===== src/sbs_pkg.sv =====
// Package: types, constants and sine table for the sprite setup engine.
`default_nettype none
package sbs_pkg;
    localparam int SLOTS = 8;
    localparam int MAX_SPRITES = 1024;
    localparam int SLOT_W = 3;
    localparam int SCNT_W = 4;
    localparam int SPR_W = 11;

    localparam logic FUNC_SPRITE = 1'b0;
    localparam logic FUNC_FLUSH  = 1'b1;

    typedef struct packed {
        logic               func;
        logic        [15:0] tex_key;
        logic signed [31:0] pos_x;
        logic signed [31:0] pos_y;
        logic        [23:0] size_w;
        logic        [23:0] size_h;
        logic        [15:0] angle;
        logic        [15:0] uv_u;
        logic        [15:0] uv_v;
        logic        [15:0] uv_du;
        logic        [15:0] uv_dv;
    } t_in_word;

    typedef struct packed {
        logic signed [31:0] vtx_x;
        logic signed [31:0] vtx_y;
        logic        [16:0] tex_u;
        logic        [16:0] tex_v;
        logic        [2:0]  slot;
        logic               flush_before;
        logic               last;
    } t_out_word;

    // Quarter-wave sine, Q1.14.
    function automatic logic [14:0] sin_rom(input logic [6:0] k);
        logic [14:0] r;
        unique case (k)
            7'd0: r = 15'd0;      7'd1: r = 15'd402;    7'd2: r = 15'd804;
            7'd3: r = 15'd1205;   7'd4: r = 15'd1606;   7'd5: r = 15'd2006;
            7'd6: r = 15'd2404;   7'd7: r = 15'd2801;   7'd8: r = 15'd3196;
            7'd9: r = 15'd3590;   7'd10: r = 15'd3981;  7'd11: r = 15'd4370;
            7'd12: r = 15'd4756;  7'd13: r = 15'd5139;  7'd14: r = 15'd5520;
            7'd15: r = 15'd5897;  7'd16: r = 15'd6270;  7'd17: r = 15'd6639;
            7'd18: r = 15'd7005;  7'd19: r = 15'd7366;  7'd20: r = 15'd7723;
            7'd21: r = 15'd8076;  7'd22: r = 15'd8423;  7'd23: r = 15'd8765;
            7'd24: r = 15'd9102;  7'd25: r = 15'd9434;  7'd26: r = 15'd9760;
            7'd27: r = 15'd10080; 7'd28: r = 15'd10394; 7'd29: r = 15'd10702;
            7'd30: r = 15'd11003; 7'd31: r = 15'd11297; 7'd32: r = 15'd11585;
            7'd33: r = 15'd11866; 7'd34: r = 15'd12140; 7'd35: r = 15'd12406;
            7'd36: r = 15'd12665; 7'd37: r = 15'd12916; 7'd38: r = 15'd13160;
            7'd39: r = 15'd13395; 7'd40: r = 15'd13623; 7'd41: r = 15'd13842;
            7'd42: r = 15'd14053; 7'd43: r = 15'd14256; 7'd44: r = 15'd14449;
            7'd45: r = 15'd14635; 7'd46: r = 15'd14811; 7'd47: r = 15'd14978;
            7'd48: r = 15'd15137; 7'd49: r = 15'd15286; 7'd50: r = 15'd15426;
            7'd51: r = 15'd15557; 7'd52: r = 15'd15679; 7'd53: r = 15'd15791;
            7'd54: r = 15'd15893; 7'd55: r = 15'd15986; 7'd56: r = 15'd16069;
            7'd57: r = 15'd16143; 7'd58: r = 15'd16207; 7'd59: r = 15'd16261;
            7'd60: r = 15'd16305; 7'd61: r = 15'd16340; 7'd62: r = 15'd16364;
            7'd63: r = 15'd16379; 7'd64: r = 15'd16384;
            default: r = 15'd0;
        endcase
        return r;
    endfunction

    // Signed sine of an 8-bit binary angle, Q1.14.
    function automatic logic signed [15:0] sin_of(input logic [7:0] idx);
        logic [14:0] m;
        logic [6:0]  j;
        j = {1'b0, idx[5:0]};
        m = idx[6] ? sin_rom(7'd64 - j) : sin_rom(j);
        return idx[7] ? -$signed({1'b0, m}) : $signed({1'b0, m});
    endfunction
endpackage
`default_nettype wire


===== src/sbs_rotate.sv =====
// Shared corner rotate unit: two multiplies then sum, round and translate.
`default_nettype none
module sbs_rotate
    import sbs_pkg::*;
(
    input  wire logic               i_clk,
    input  wire logic [24:0]        i_a,
    input  wire logic [24:0]        i_b,
    input  wire logic signed [15:0] i_ca,
    input  wire logic signed [15:0] i_cb,
    input  wire logic [31:0]        i_pos,
    output logic [31:0]             o_res
);
    logic signed [41:0] r_pa, r_pb;
    logic signed [42:0] sum;

    always_ff @(posedge i_clk) begin
        r_pa <= 42'($signed(i_a)) * 42'(i_ca);
        r_pb <= 42'($signed(i_b)) * 42'(i_cb);
    end

    // floor((a*ca + b*cb + 32) / 64), then add origin modulo 2^32.
    assign sum   = 43'(r_pa) + 43'(r_pb) + 43'sd32;
    assign o_res = i_pos + sum[37:6];
endmodule
`default_nettype wire


===== config.mk =====
export PLATFORM = sky130hd
export DESIGN_NAME = sbs_rotate
export DESIGN_NICKNAME = d
export VERILOG_FILES = /design/src/sbs_pkg.sv /design/src/sbs_rotate.sv
export SDC_FILE = /design/constraint.sdc
export NUM_CORES = 2
export LEC_CHECK = 0
export ABC_AREA = 1
export BUFFER_PORTS_ARGS = -buffer_cell sky130_fd_sc_hd__clkbuf_2
export CORE_ASPECT_RATIO = 0.5
export CORE_UTILIZATION = 60
export CTS_BUF_LIST = sky130_fd_sc_hd__clkbuf_4 sky130_fd_sc_hd__clkbuf_8
export DETAILED_ROUTE_END_ITERATION = 10
export PLACE_DENSITY = 0.78
export SKIP_CTS_REPAIR_TIMING = 1
export SYNTH_ARGS = -nofsm -noshare
export SYNTH_HDL_FRONTEND = slang
export SYNTH_SLANG_ARGS = --single-unit

===== constraint.sdc =====
create_clock -name i_clk -period 6.4 [get_ports i_clk]
set_input_delay 0.96 -clock i_clk [delete_from_list [all_inputs] [get_ports i_clk]]
set_output_delay 0.96 -clock i_clk [all_outputs]
set_load 0.05 [all_outputs]

==> impl_metrics.csv <==
group,metric,value,unit
sta,hold_viol_final,0,
synthesis,synthMuxAreaShare,0,%
clock_network,numCtsBuffers,9,
synthesis,avgSynthCellArea,7.29,um^2
clock_network,htreeDepth,3,
global_routing,antenna_found_initial,1,
routing,drc,0,
synthesis,synthTopCellsByArea,"fa_1 (41%), inv_1 (15%), nand2_1 (14%)",
synthesis,async_flop_share,0,%
floorplanning,io_pins,147,
synthesis,synthCells,4889,
sta,rsz0062_at_grt,"false",
routing,vias,30612,
layout,final_core_util,66.0,%
setup_path,critPathLaunchType,"primary input",
synthesis,synth_top_family_by_area,"adder cells",
sta,max_clock_freq,0.164,GHz
setup_path,startpoint,"i_ca[15]",
synthesis,ys_ff_latch,76,
floorplanning,die_h,174,um
global_routing,grtUsageTotal,33.9,%
worst_hold_path,whs_path_depth,4,
sta,maxSlewViolCount,0,
synthesis,synth_ff_type,"dfxtp_1",
layout,areaGrowthSynthToFinish,7.49,%
clock_network,clock_path_buffers,2,
routing,wirelength,99.2,mm
synthesis,synth_most_common_cell,"inv_1",
floorplanning,core_area,58000,um^2
global_routing,grt_max_degree,26,
synthesis,synthXorXnorAreaFrac,2.70,%
global_routing,grt_pass1_vias,32143,
layout,final_nets,6174,
setup_path,worst_ep_arrival_time,6360,ps
synthesis,syn_nets,6029,
setup_path,endpoint_kind,"flop",
setup_path,required,6670,ps
synthesis,synth_edf_count,0,
placed_design,io_buffers,146,
synthesis,synthAdderAreaFrac,51.4,%
worst_hold_path,hold_path_class,"in2reg",
sta,period_needed,6090,ps
synthesis,yosys-top-cells-count,"inv_1 (1425), nand2_1 (1307), fa_1 (731)",
routing,avgViaCountPerCell,5.27,
synthesis,yosys_warnings,0,
routing,wl_per_cell,17.1,um
flow_run,maxCapViolCount,0,
clock_network,clk_pin_slew_worst_paths,80,ps
global_routing,grt_pass1_wl,162,mm
setup_path,crit_end,"r_pa[25]",
setup_path,crit_type,"in2reg",
sta,period_share,95.2,%
floorplanning,initial_utilization,61.4,%
synthesis,syn-cell-area,35600,um^2
synthesis,synth_top_cell_area_share,41.1,%
clock_network,cts_tree,"built",
synthesis,yosysTopAreaCell,"fa_1",
placed_design,dp_hpwl,87.4,mm
synthesis,synth.distinct_cells,39,
floorplanning,design.die.area,60400,um^2
sta,worst_pin_slew,603,ps
clock_network,cts.sinks,76,
sta,setup-violations-final,0,
routing,ant_nets,0,
synthesis,synth-simple-area-share,19.7,%
floorplanning,die_w,347,um
layout,layout-drive-gt1-share,7.46,%
routing,first_pass_iters,6,
synthesis,synth-seq-area-share,4.27,%
placed_design,place_congestion,0.977,
setup_path,critPathMaxFanout,12,
clock_network,root_buffer,"clkbuf_8",
floorplanning,num_rows,62,
routing,drt_iter0_drc,2421,
outcome,status,"finished clean",
synthesis,synth_compound_area_share,4.99,%
sta,max-slew-margin-rel,59.8,%
global_routing,grt_overflow,0,
[worst max-delay path: stages]
cell      delay [ps]
clkbuf_2          90
inv_1            410
buf_4            230
nor2_1            50
fa_1             520
fa_1             440
fa_1             540
fa_1             450
fa_1             510
inv_1             50
fa_1             510
inv_1             60
ha_1             340
nand2_1          110
nor2_1           280
inv_1             70
nor2_1           200
o21ai_0          120
nand3b_1         130
xor2_1           300
[cell type report]
cell class                 instances  area, um^2
antenna                            1        2.50
clock buffer                      12         159
clock inverter                     4        95.1
fill                            5086       19700
inverter                        1425        5350
multi-input combinational       3210       28100
sequential                        76        1520
tap                              768         961
timing repair buffer             312        2110
[cell families (layout without fill, tap and decap cells)]
family | count (synthesis) | in the layout
flip-flops | 76 | 76
buffers and inverters | 1603 | 1753
AND/OR/NAND/NOR | 1760 | 1760
AO/OA/AOI/OAI | 315 | 315
other | 0 | 1
adder cells (fa/ha/maj) | 1025 | 1025
XOR/XNOR | 110 | 110
[how the worst min path moves through the flow]
stage / to / slack [ps] / startpoint
after floorplan: r_pa[0] / 1060 / i_a[0]
after CTS: r_pb[0] / 1050 / i_b[0]
after global placement: r_pb[0] / 1450 / i_b[0]
after global routing: r_pb[0] / 1060 / i_b[0]
after detailed placement: r_pa[0] / 1440 / i_a[0]
final: r_pb[0] / 1060 / i_b[0]
[layer usage]
layer | wire (um) | vias up | GRT usage [%]
met5 | 0 | - | 0
met4 | 3030 | 0 | 10.0
met3 | 7260 | 220 | 3.97
met2 | 48800 | 1246 | 59.5
met1 | 40100 | 14868 | 44.1
li1 | - | 14278 | -
[registers in the layout, summed over array words and instances, names as in the netlist]
signal  flops
r_pb       38
r_pa       38
[placed cells by master (no fill, tap or decap), drive strengths merged, types with 5 or more instances in the layout]
| cell | synthesis | layout |
|---|---|---|
| o211ai | 5 | 5 |
| o21ai | 85 | 85 |
| nand4 | 31 | 31 |
| inv | 1425 | 1425 |
| xnor2 | 26 | 26 |
| dfxtp | 76 | 76 |
| nand3 | 102 | 102 |
| clkbuf | 174 | 158 |
| nand2 | 1321 | 1321 |
| o21a | 5 | 5 |
| o21bai | 25 | 25 |
| a31oi | 9 | 9 |
| nor2 | 244 | 244 |
| nor3 | 27 | 27 |
| ha | 294 | 294 |
| xor2 | 84 | 84 |
| buf | 4 | 166 |
| a21oi | 153 | 153 |
| fa | 731 | 731 |
| nand3b | 12 | 12 |
| a21o | 24 | 24 |
| a21boi | 7 | 7 |
| or2 | 15 | 15 |
[metrics by stage]
stage	hold slack [ps]	worst slack, ps	TNS, ps	cell area [um^2]	instances
finish	1060	309	0	38300	5808
global route	1060	19.4	0	38300	5807
CTS	1050	262	0	38300	5807
detailed placement	1440	-76.7	-104	38000	5791
global placement	1450	-114	-184	38000	5791
floorplan	1060	355	0	35600	4889
Power is left out: the tool's default activity adds up to more than one toggle a clock period on the data nets, which glitch-free logic cannot reach.
