==> config.mk <==
export PLATFORM = sky130hd
export DESIGN_NAME = sbs_slot_search
export DESIGN_NICKNAME = d
export VERILOG_FILES = /design/src/sbs_pkg.sv /design/src/sbs_slot_search.sv
export SDC_FILE = /design/constraint.sdc
export NUM_CORES = 1
export LEC_CHECK = 0
export ABC_AREA = 1
export BUFFER_PORTS_ARGS = -buffer_cell sky130_fd_sc_hd__buf_4
export CORE_MARGIN = 4
export CORE_UTILIZATION = 36
export CTS_BUF_LIST = sky130_fd_sc_hd__clkbuf_4
export CTS_CLUSTER_DIAMETER = 200
export CTS_CLUSTER_SIZE = 12
export DETAILED_ROUTE_END_ITERATION = 16
export RECOVER_POWER = 50
export SLEW_MARGIN = 25
export SYNTH_ARGS = -nofsm -noshare
export SYNTH_HDL_FRONTEND = slang
export SYNTH_SLANG_ARGS = --single-unit
==> constraint.sdc <==
create_clock -name i_clk -period 3.8 [get_ports i_clk]
set_clock_uncertainty 0.15 [all_clocks]
set_input_delay 1.14 -clock i_clk [delete_from_list [all_inputs] [get_ports i_clk]]
set_output_delay 1.14 -clock i_clk [all_outputs]
set_load 0.02 [all_outputs]
==> src/sbs_pkg.sv <==
// Package: types, constants and sine table for the sprite setup engine.
`default_nettype none
package sbs_pkg;
    localparam int SLOTS = 8;
    localparam int MAX_SPRITES = 1024;
    localparam int SLOT_W = 3;
    localparam int SCNT_W = 4;
    localparam int SPR_W = 11;

    localparam logic FUNC_SPRITE = 1'b0;
    localparam logic FUNC_FLUSH  = 1'b1;

    typedef struct packed {
        logic               func;
        logic        [15:0] tex_key;
        logic signed [31:0] pos_x;
        logic signed [31:0] pos_y;
        logic        [23:0] size_w;
        logic        [23:0] size_h;
        logic        [15:0] angle;
        logic        [15:0] uv_u;
        logic        [15:0] uv_v;
        logic        [15:0] uv_du;
        logic        [15:0] uv_dv;
    } t_in_word;

    typedef struct packed {
        logic signed [31:0] vtx_x;
        logic signed [31:0] vtx_y;
        logic        [16:0] tex_u;
        logic        [16:0] tex_v;
        logic        [2:0]  slot;
        logic               flush_before;
        logic               last;
    } t_out_word;

    // Quarter-wave sine, Q1.14.
    function automatic logic [14:0] sin_rom(input logic [6:0] k);
        logic [14:0] r;
        unique case (k)
            7'd0: r = 15'd0;      7'd1: r = 15'd402;    7'd2: r = 15'd804;
            7'd3: r = 15'd1205;   7'd4: r = 15'd1606;   7'd5: r = 15'd2006;
            7'd6: r = 15'd2404;   7'd7: r = 15'd2801;   7'd8: r = 15'd3196;
            7'd9: r = 15'd3590;   7'd10: r = 15'd3981;  7'd11: r = 15'd4370;
            7'd12: r = 15'd4756;  7'd13: r = 15'd5139;  7'd14: r = 15'd5520;
            7'd15: r = 15'd5897;  7'd16: r = 15'd6270;  7'd17: r = 15'd6639;
            7'd18: r = 15'd7005;  7'd19: r = 15'd7366;  7'd20: r = 15'd7723;
            7'd21: r = 15'd8076;  7'd22: r = 15'd8423;  7'd23: r = 15'd8765;
            7'd24: r = 15'd9102;  7'd25: r = 15'd9434;  7'd26: r = 15'd9760;
            7'd27: r = 15'd10080; 7'd28: r = 15'd10394; 7'd29: r = 15'd10702;
            7'd30: r = 15'd11003; 7'd31: r = 15'd11297; 7'd32: r = 15'd11585;
            7'd33: r = 15'd11866; 7'd34: r = 15'd12140; 7'd35: r = 15'd12406;
            7'd36: r = 15'd12665; 7'd37: r = 15'd12916; 7'd38: r = 15'd13160;
            7'd39: r = 15'd13395; 7'd40: r = 15'd13623; 7'd41: r = 15'd13842;
            7'd42: r = 15'd14053; 7'd43: r = 15'd14256; 7'd44: r = 15'd14449;
            7'd45: r = 15'd14635; 7'd46: r = 15'd14811; 7'd47: r = 15'd14978;
            7'd48: r = 15'd15137; 7'd49: r = 15'd15286; 7'd50: r = 15'd15426;
            7'd51: r = 15'd15557; 7'd52: r = 15'd15679; 7'd53: r = 15'd15791;
            7'd54: r = 15'd15893; 7'd55: r = 15'd15986; 7'd56: r = 15'd16069;
            7'd57: r = 15'd16143; 7'd58: r = 15'd16207; 7'd59: r = 15'd16261;
            7'd60: r = 15'd16305; 7'd61: r = 15'd16340; 7'd62: r = 15'd16364;
            7'd63: r = 15'd16379; 7'd64: r = 15'd16384;
            default: r = 15'd0;
        endcase
        return r;
    endfunction

    // Signed sine of an 8-bit binary angle, Q1.14.
    function automatic logic signed [15:0] sin_of(input logic [7:0] idx);
        logic [14:0] m;
        logic [6:0]  j;
        j = {1'b0, idx[5:0]};
        m = idx[6] ? sin_rom(7'd64 - j) : sin_rom(j);
        return idx[7] ? -$signed({1'b0, m}) : $signed({1'b0, m});
    endfunction
endpackage
`default_nettype wire

==> src/sbs_slot_search.sv <==
// Slot table with one-entry-per-cycle texture search and append.
`default_nettype none
module sbs_slot_search
    import sbs_pkg::*;
(
    input  wire logic              i_clk,
    input  wire logic              i_rst_n,
    input  wire logic              i_start,
    input  wire logic              i_clear,
    input  wire logic [15:0]       i_tex,
    output logic                   o_done,
    output logic [SLOT_W-1:0]      o_slot
);
    logic [15:0]       r_table [SLOTS];
    logic [SCNT_W-1:0] r_count, n_count;
    logic [SCNT_W-1:0] r_idx, n_idx;
    logic              r_busy, n_busy;
    logic              r_done, n_done;
    logic [SLOT_W-1:0] r_slot, n_slot;
    logic              wr_en;

    // Step one entry per cycle; append on a miss.
    always_comb begin
        n_count = r_count;
        n_idx   = r_idx;
        n_busy  = r_busy;
        n_done  = 1'b0;
        n_slot  = r_slot;
        wr_en   = 1'b0;
        if (i_clear) begin
            n_count = '0;
        end
        if (i_start) begin
            n_busy = 1'b1;
            n_idx  = '0;
        end else if (r_busy) begin
            if (r_idx >= r_count) begin
                wr_en   = 1'b1;
                n_slot  = r_idx[SLOT_W-1:0];
                n_count = r_count + 1'b1;
                n_busy  = 1'b0;
                n_done  = 1'b1;
            end else if (r_table[r_idx[SLOT_W-1:0]] == i_tex) begin
                n_slot = r_idx[SLOT_W-1:0];
                n_busy = 1'b0;
                n_done = 1'b1;
            end else begin
                n_idx = r_idx + 1'b1;
            end
        end
    end

    always_ff @(posedge i_clk) begin
        if (!i_rst_n) begin
            r_count <= '0;
            r_busy  <= 1'b0;
            r_done  <= 1'b0;
            r_idx   <= '0;
        end else begin
            r_count <= n_count;
            r_busy  <= n_busy;
            r_done  <= n_done;
            r_idx   <= n_idx;
        end
        r_slot <= n_slot;
        if (wr_en) begin
            r_table[r_idx[SLOT_W-1:0]] <= i_tex;
        end
    end

    // Full table shows as an internal count at SLOTS; caller flushes first.
    assign o_done = r_done;
    assign o_slot = r_slot;
endmodule
`default_nettype wire

==> results.json <==
{
  "r2r_slack_ps": 640,
  "worst_slew_pin_slew_ps": 827,
  "syn_nets": 673,
  "yosys.area.top_type": "edfxtp_1",
  "clockBufferDepth": 2,
  "die_area_um2": 20000,
  "cts_made_buffers": 17,
  "overflow": 0,
  "place_ws_ps": 895,
  "yosys-top-cells-count": "221 x nand2_1, 131 x edfxtp_1, 97 x nand3_1",
  "dp.cells": 883,
  "synth_area_um2": 6420,
  "fin_crit_sh": 0.832,
  "hpwlAfterDp_mm": 8.44,
  "cp-startpoint": "r_idx[1]$_SDFFE_PP0P_",
  "rsz0062_at_grt": "no",
  "grtUsageTotal": 0.143,
  "finalMaxSlewViolations": 0,
  "root_buffer": "clkbuf_4",
  "setup_violations": 0,
  "portBuffers": 23,
  "tns_ps": 0,
  "drive_gt1_frac": 0.0884,
  "synth-edff-count": 131,
  "path_max_fanout": 16,
  "ant_nets": 0,
  "swShare": 0.217,
  "synth_ff_type": "edfxtp_1",
  "fin_ws_ps": 638,
  "routabilityCongestion": 0.810,
  "yosys_warnings": 0,
  "p_int_mw": 2.22,
  "p_total_mw": 2.83,
  "first_pass_iters": 5,
  "drtIter0Drc": 285,
  "routed_wl_mm": 13.8,
  "fillers": 1687,
  "reg2reg_to": "r_table[4][14]$_DFFE_PP_",
  "crit_type": "reg -> reg",
  "vias_per_cell": 4.85,
  "coreArea_um2": 17400,
  "seq_area_frac_synth": 0.653,
  "h-tree-depth": 4,
  "final_nets": 703,
  "die_h_um": 142,
  "drc": 0,
  "p_leak_nw": 2.89,
  "worstHoldPathCells": 0,
  "finalHoldViolations": 0,
  "fin_area_um2": 7040,
  "pin_count": 24,
  "grt_max_degree": 65,
  "post_drt_wl_per_cell_um": 15.0,
  "clk_latency_ps": 540,
  "hold_ws_ps": 388,
  "p_comb_frac": 0.035,
  "r2r-start": "r_idx[1]$_SDFFE_PP0P_",
  "instances_no_fill": 915,
  "worstPathRequired_ps": 3910,
  "ys_types": 24,
  "syn_area_per_cell_um2": 9.93,
  "regArea_um2": 4200,
  "period_needed_ps": 3160,
  "yosysMostFrequentCell": "nand2_1",
  "clkTransAtPathRegs_ps": 120,
  "pwr-share-seq": 0.614,
  "post_cts_buffers": 0,
  "vias": 4440,
  "multi_input_area_um2": 1720,
  "powerDensity_nw_per_um2": 402,
  "dpl_cell_area_um2": 6830,
  "die_width_um": 142,
  "postCtsHoldBufs": 0,
  "cts.sink_count": 144,
  "max_freq_ghz": 0.316,
  "antenna_found_initial": 0,
  "synth-seq-cells": 144,
  "antenna_cells": 0,
  "worst_r2r_path_depth": 12,
  "p_switching_uw": 615,
  "utilization": 0.404,
  "hp-class": "reg -> reg",
  "cts_tree": "built",
  "synth.top_cells.by_area": "edfxtp_1 61%, nand2_1 13%, nand3_1 7.6%",
  "status": "finished, final reports clean",
  "cp-endpoint": "r_table[4][14]$_DFFE_PP_",
  "start_util": 0.369,
  "synthArstFlopShare": 0,
  "cts.repair.resized": 0,
  "num_rows": 48,
  "maxSlewHeadroom": 0.449,
  "crit_path_start_kind": "flip-flop",
  "drv_cap": 0,
  "netlist_instances": 647,
  "syn_to_final_growth_pct": 9.62,
  "critPathCaptureType": "flip-flop",
  "first_global_vias": 4420,
  "grt_pass1_wl_mm": 22.1,
  "arrival_ps": 3280,
  "synth_top_cell_area_share": 0.613,
  "ir_drop_mv": 0.270,
  "pwr-share-clk": 0.351
}
sequential cells by signal, indices dropped and copies added (netlist names), named ones only:
| register | cells |
|---|---|
| r_busy | 1 |
| o_slot | 3 |
| r_table | 128 |
| o_done | 1 |
| r_count | 4 |
| r_idx | 4 |
cell usage in the layout, fill, tap and decap left out, drive strengths merged, types with 4 or more instances in the layout:
master,synthesis,routed
a21oi,6,6
buf,23,13
clkbuf,0,38
clkinv,1,4
dfxtp,13,13
edfxtp,131,131
ha,6,6
inv,96,104
nand2,222,222
nand3,98,98
nand3b,7,7
nor2,29,29
nor3,4,4
o21ai,4,4
layer usage:
layer | vias up | routed length [um] | track usage
met5 | - | 0 | 0
met4 | 0 | 220 | 0.0525
met3 | 21 | 696 | 0.0377
met2 | 115 | 6610 | 0.229
met1 | 2133 | 6230 | 0.188
li1 | 2171 | - | -
kinds of logic after synthesis:
kind of cell,synth area share
XOR/XNOR,0.00136
adder cells (fa/ha/maj),0.0117
buffers and inverters,0.0826
AO/OA/AOI/OAI,0.0121
AND/OR/NAND/NOR,0.239
flip-flops,0.653
worst min path at each step:
stage | start | endpoint | slack (ps)
final | r_idx[0]$_SDFFE_PP0P_ | o_slot[0]$_DFFE_PP_ | 390
after global routing | r_idx[0]$_SDFFE_PP0P_ | o_slot[0]$_DFFE_PP_ | 410
after CTS | r_idx[0]$_SDFFE_PP0P_ | o_slot[0]$_DFFE_PP_ | 390
after detailed placement | r_idx[0]$_SDFFE_PP0P_ | o_slot[0]$_DFFE_PP_ | 350
after global placement | r_count[2]$_SDFF_PN0_ | r_count[2]$_SDFF_PN0_ | 350
after floorplan | r_idx[0]$_SDFFE_PP0P_ | o_slot[0]$_DFFE_PP_ | 310
worst max-delay path: stages (launching register included):
cell     delay, ps
dfxtp_1        500
ha_1           310
inv_1           60
nor2_1          40
o21ai_0        180
nand2_1         70
a31oi_1        460
inv_1          190
nand2_1        260
inv_1          180
nand2_1        210
nor2_2          50
buf_4          230
final cells by class:
type                       instances  share of cell area
sequential                       144               0.596
inverter                          97              0.0519
clock inverter                    15              0.0229
clock buffer                      17              0.0181
tap                              225              0.0400
multi-input combinational        383               0.244
timing repair buffer              34              0.0270
power by group through the flow:
stage	clock, mW	combinational [mW]	sequential (mW)
after floorplan	0	0.0537	1.77
after global placement	0	0.104	1.77
after detailed placement	0	0.109	1.77
after CTS	1.02	0.110	1.74
after global routing	1.10	0.114	1.74
final	0.995	0.0996	1.74
Power figures use the tool's default switching activity.
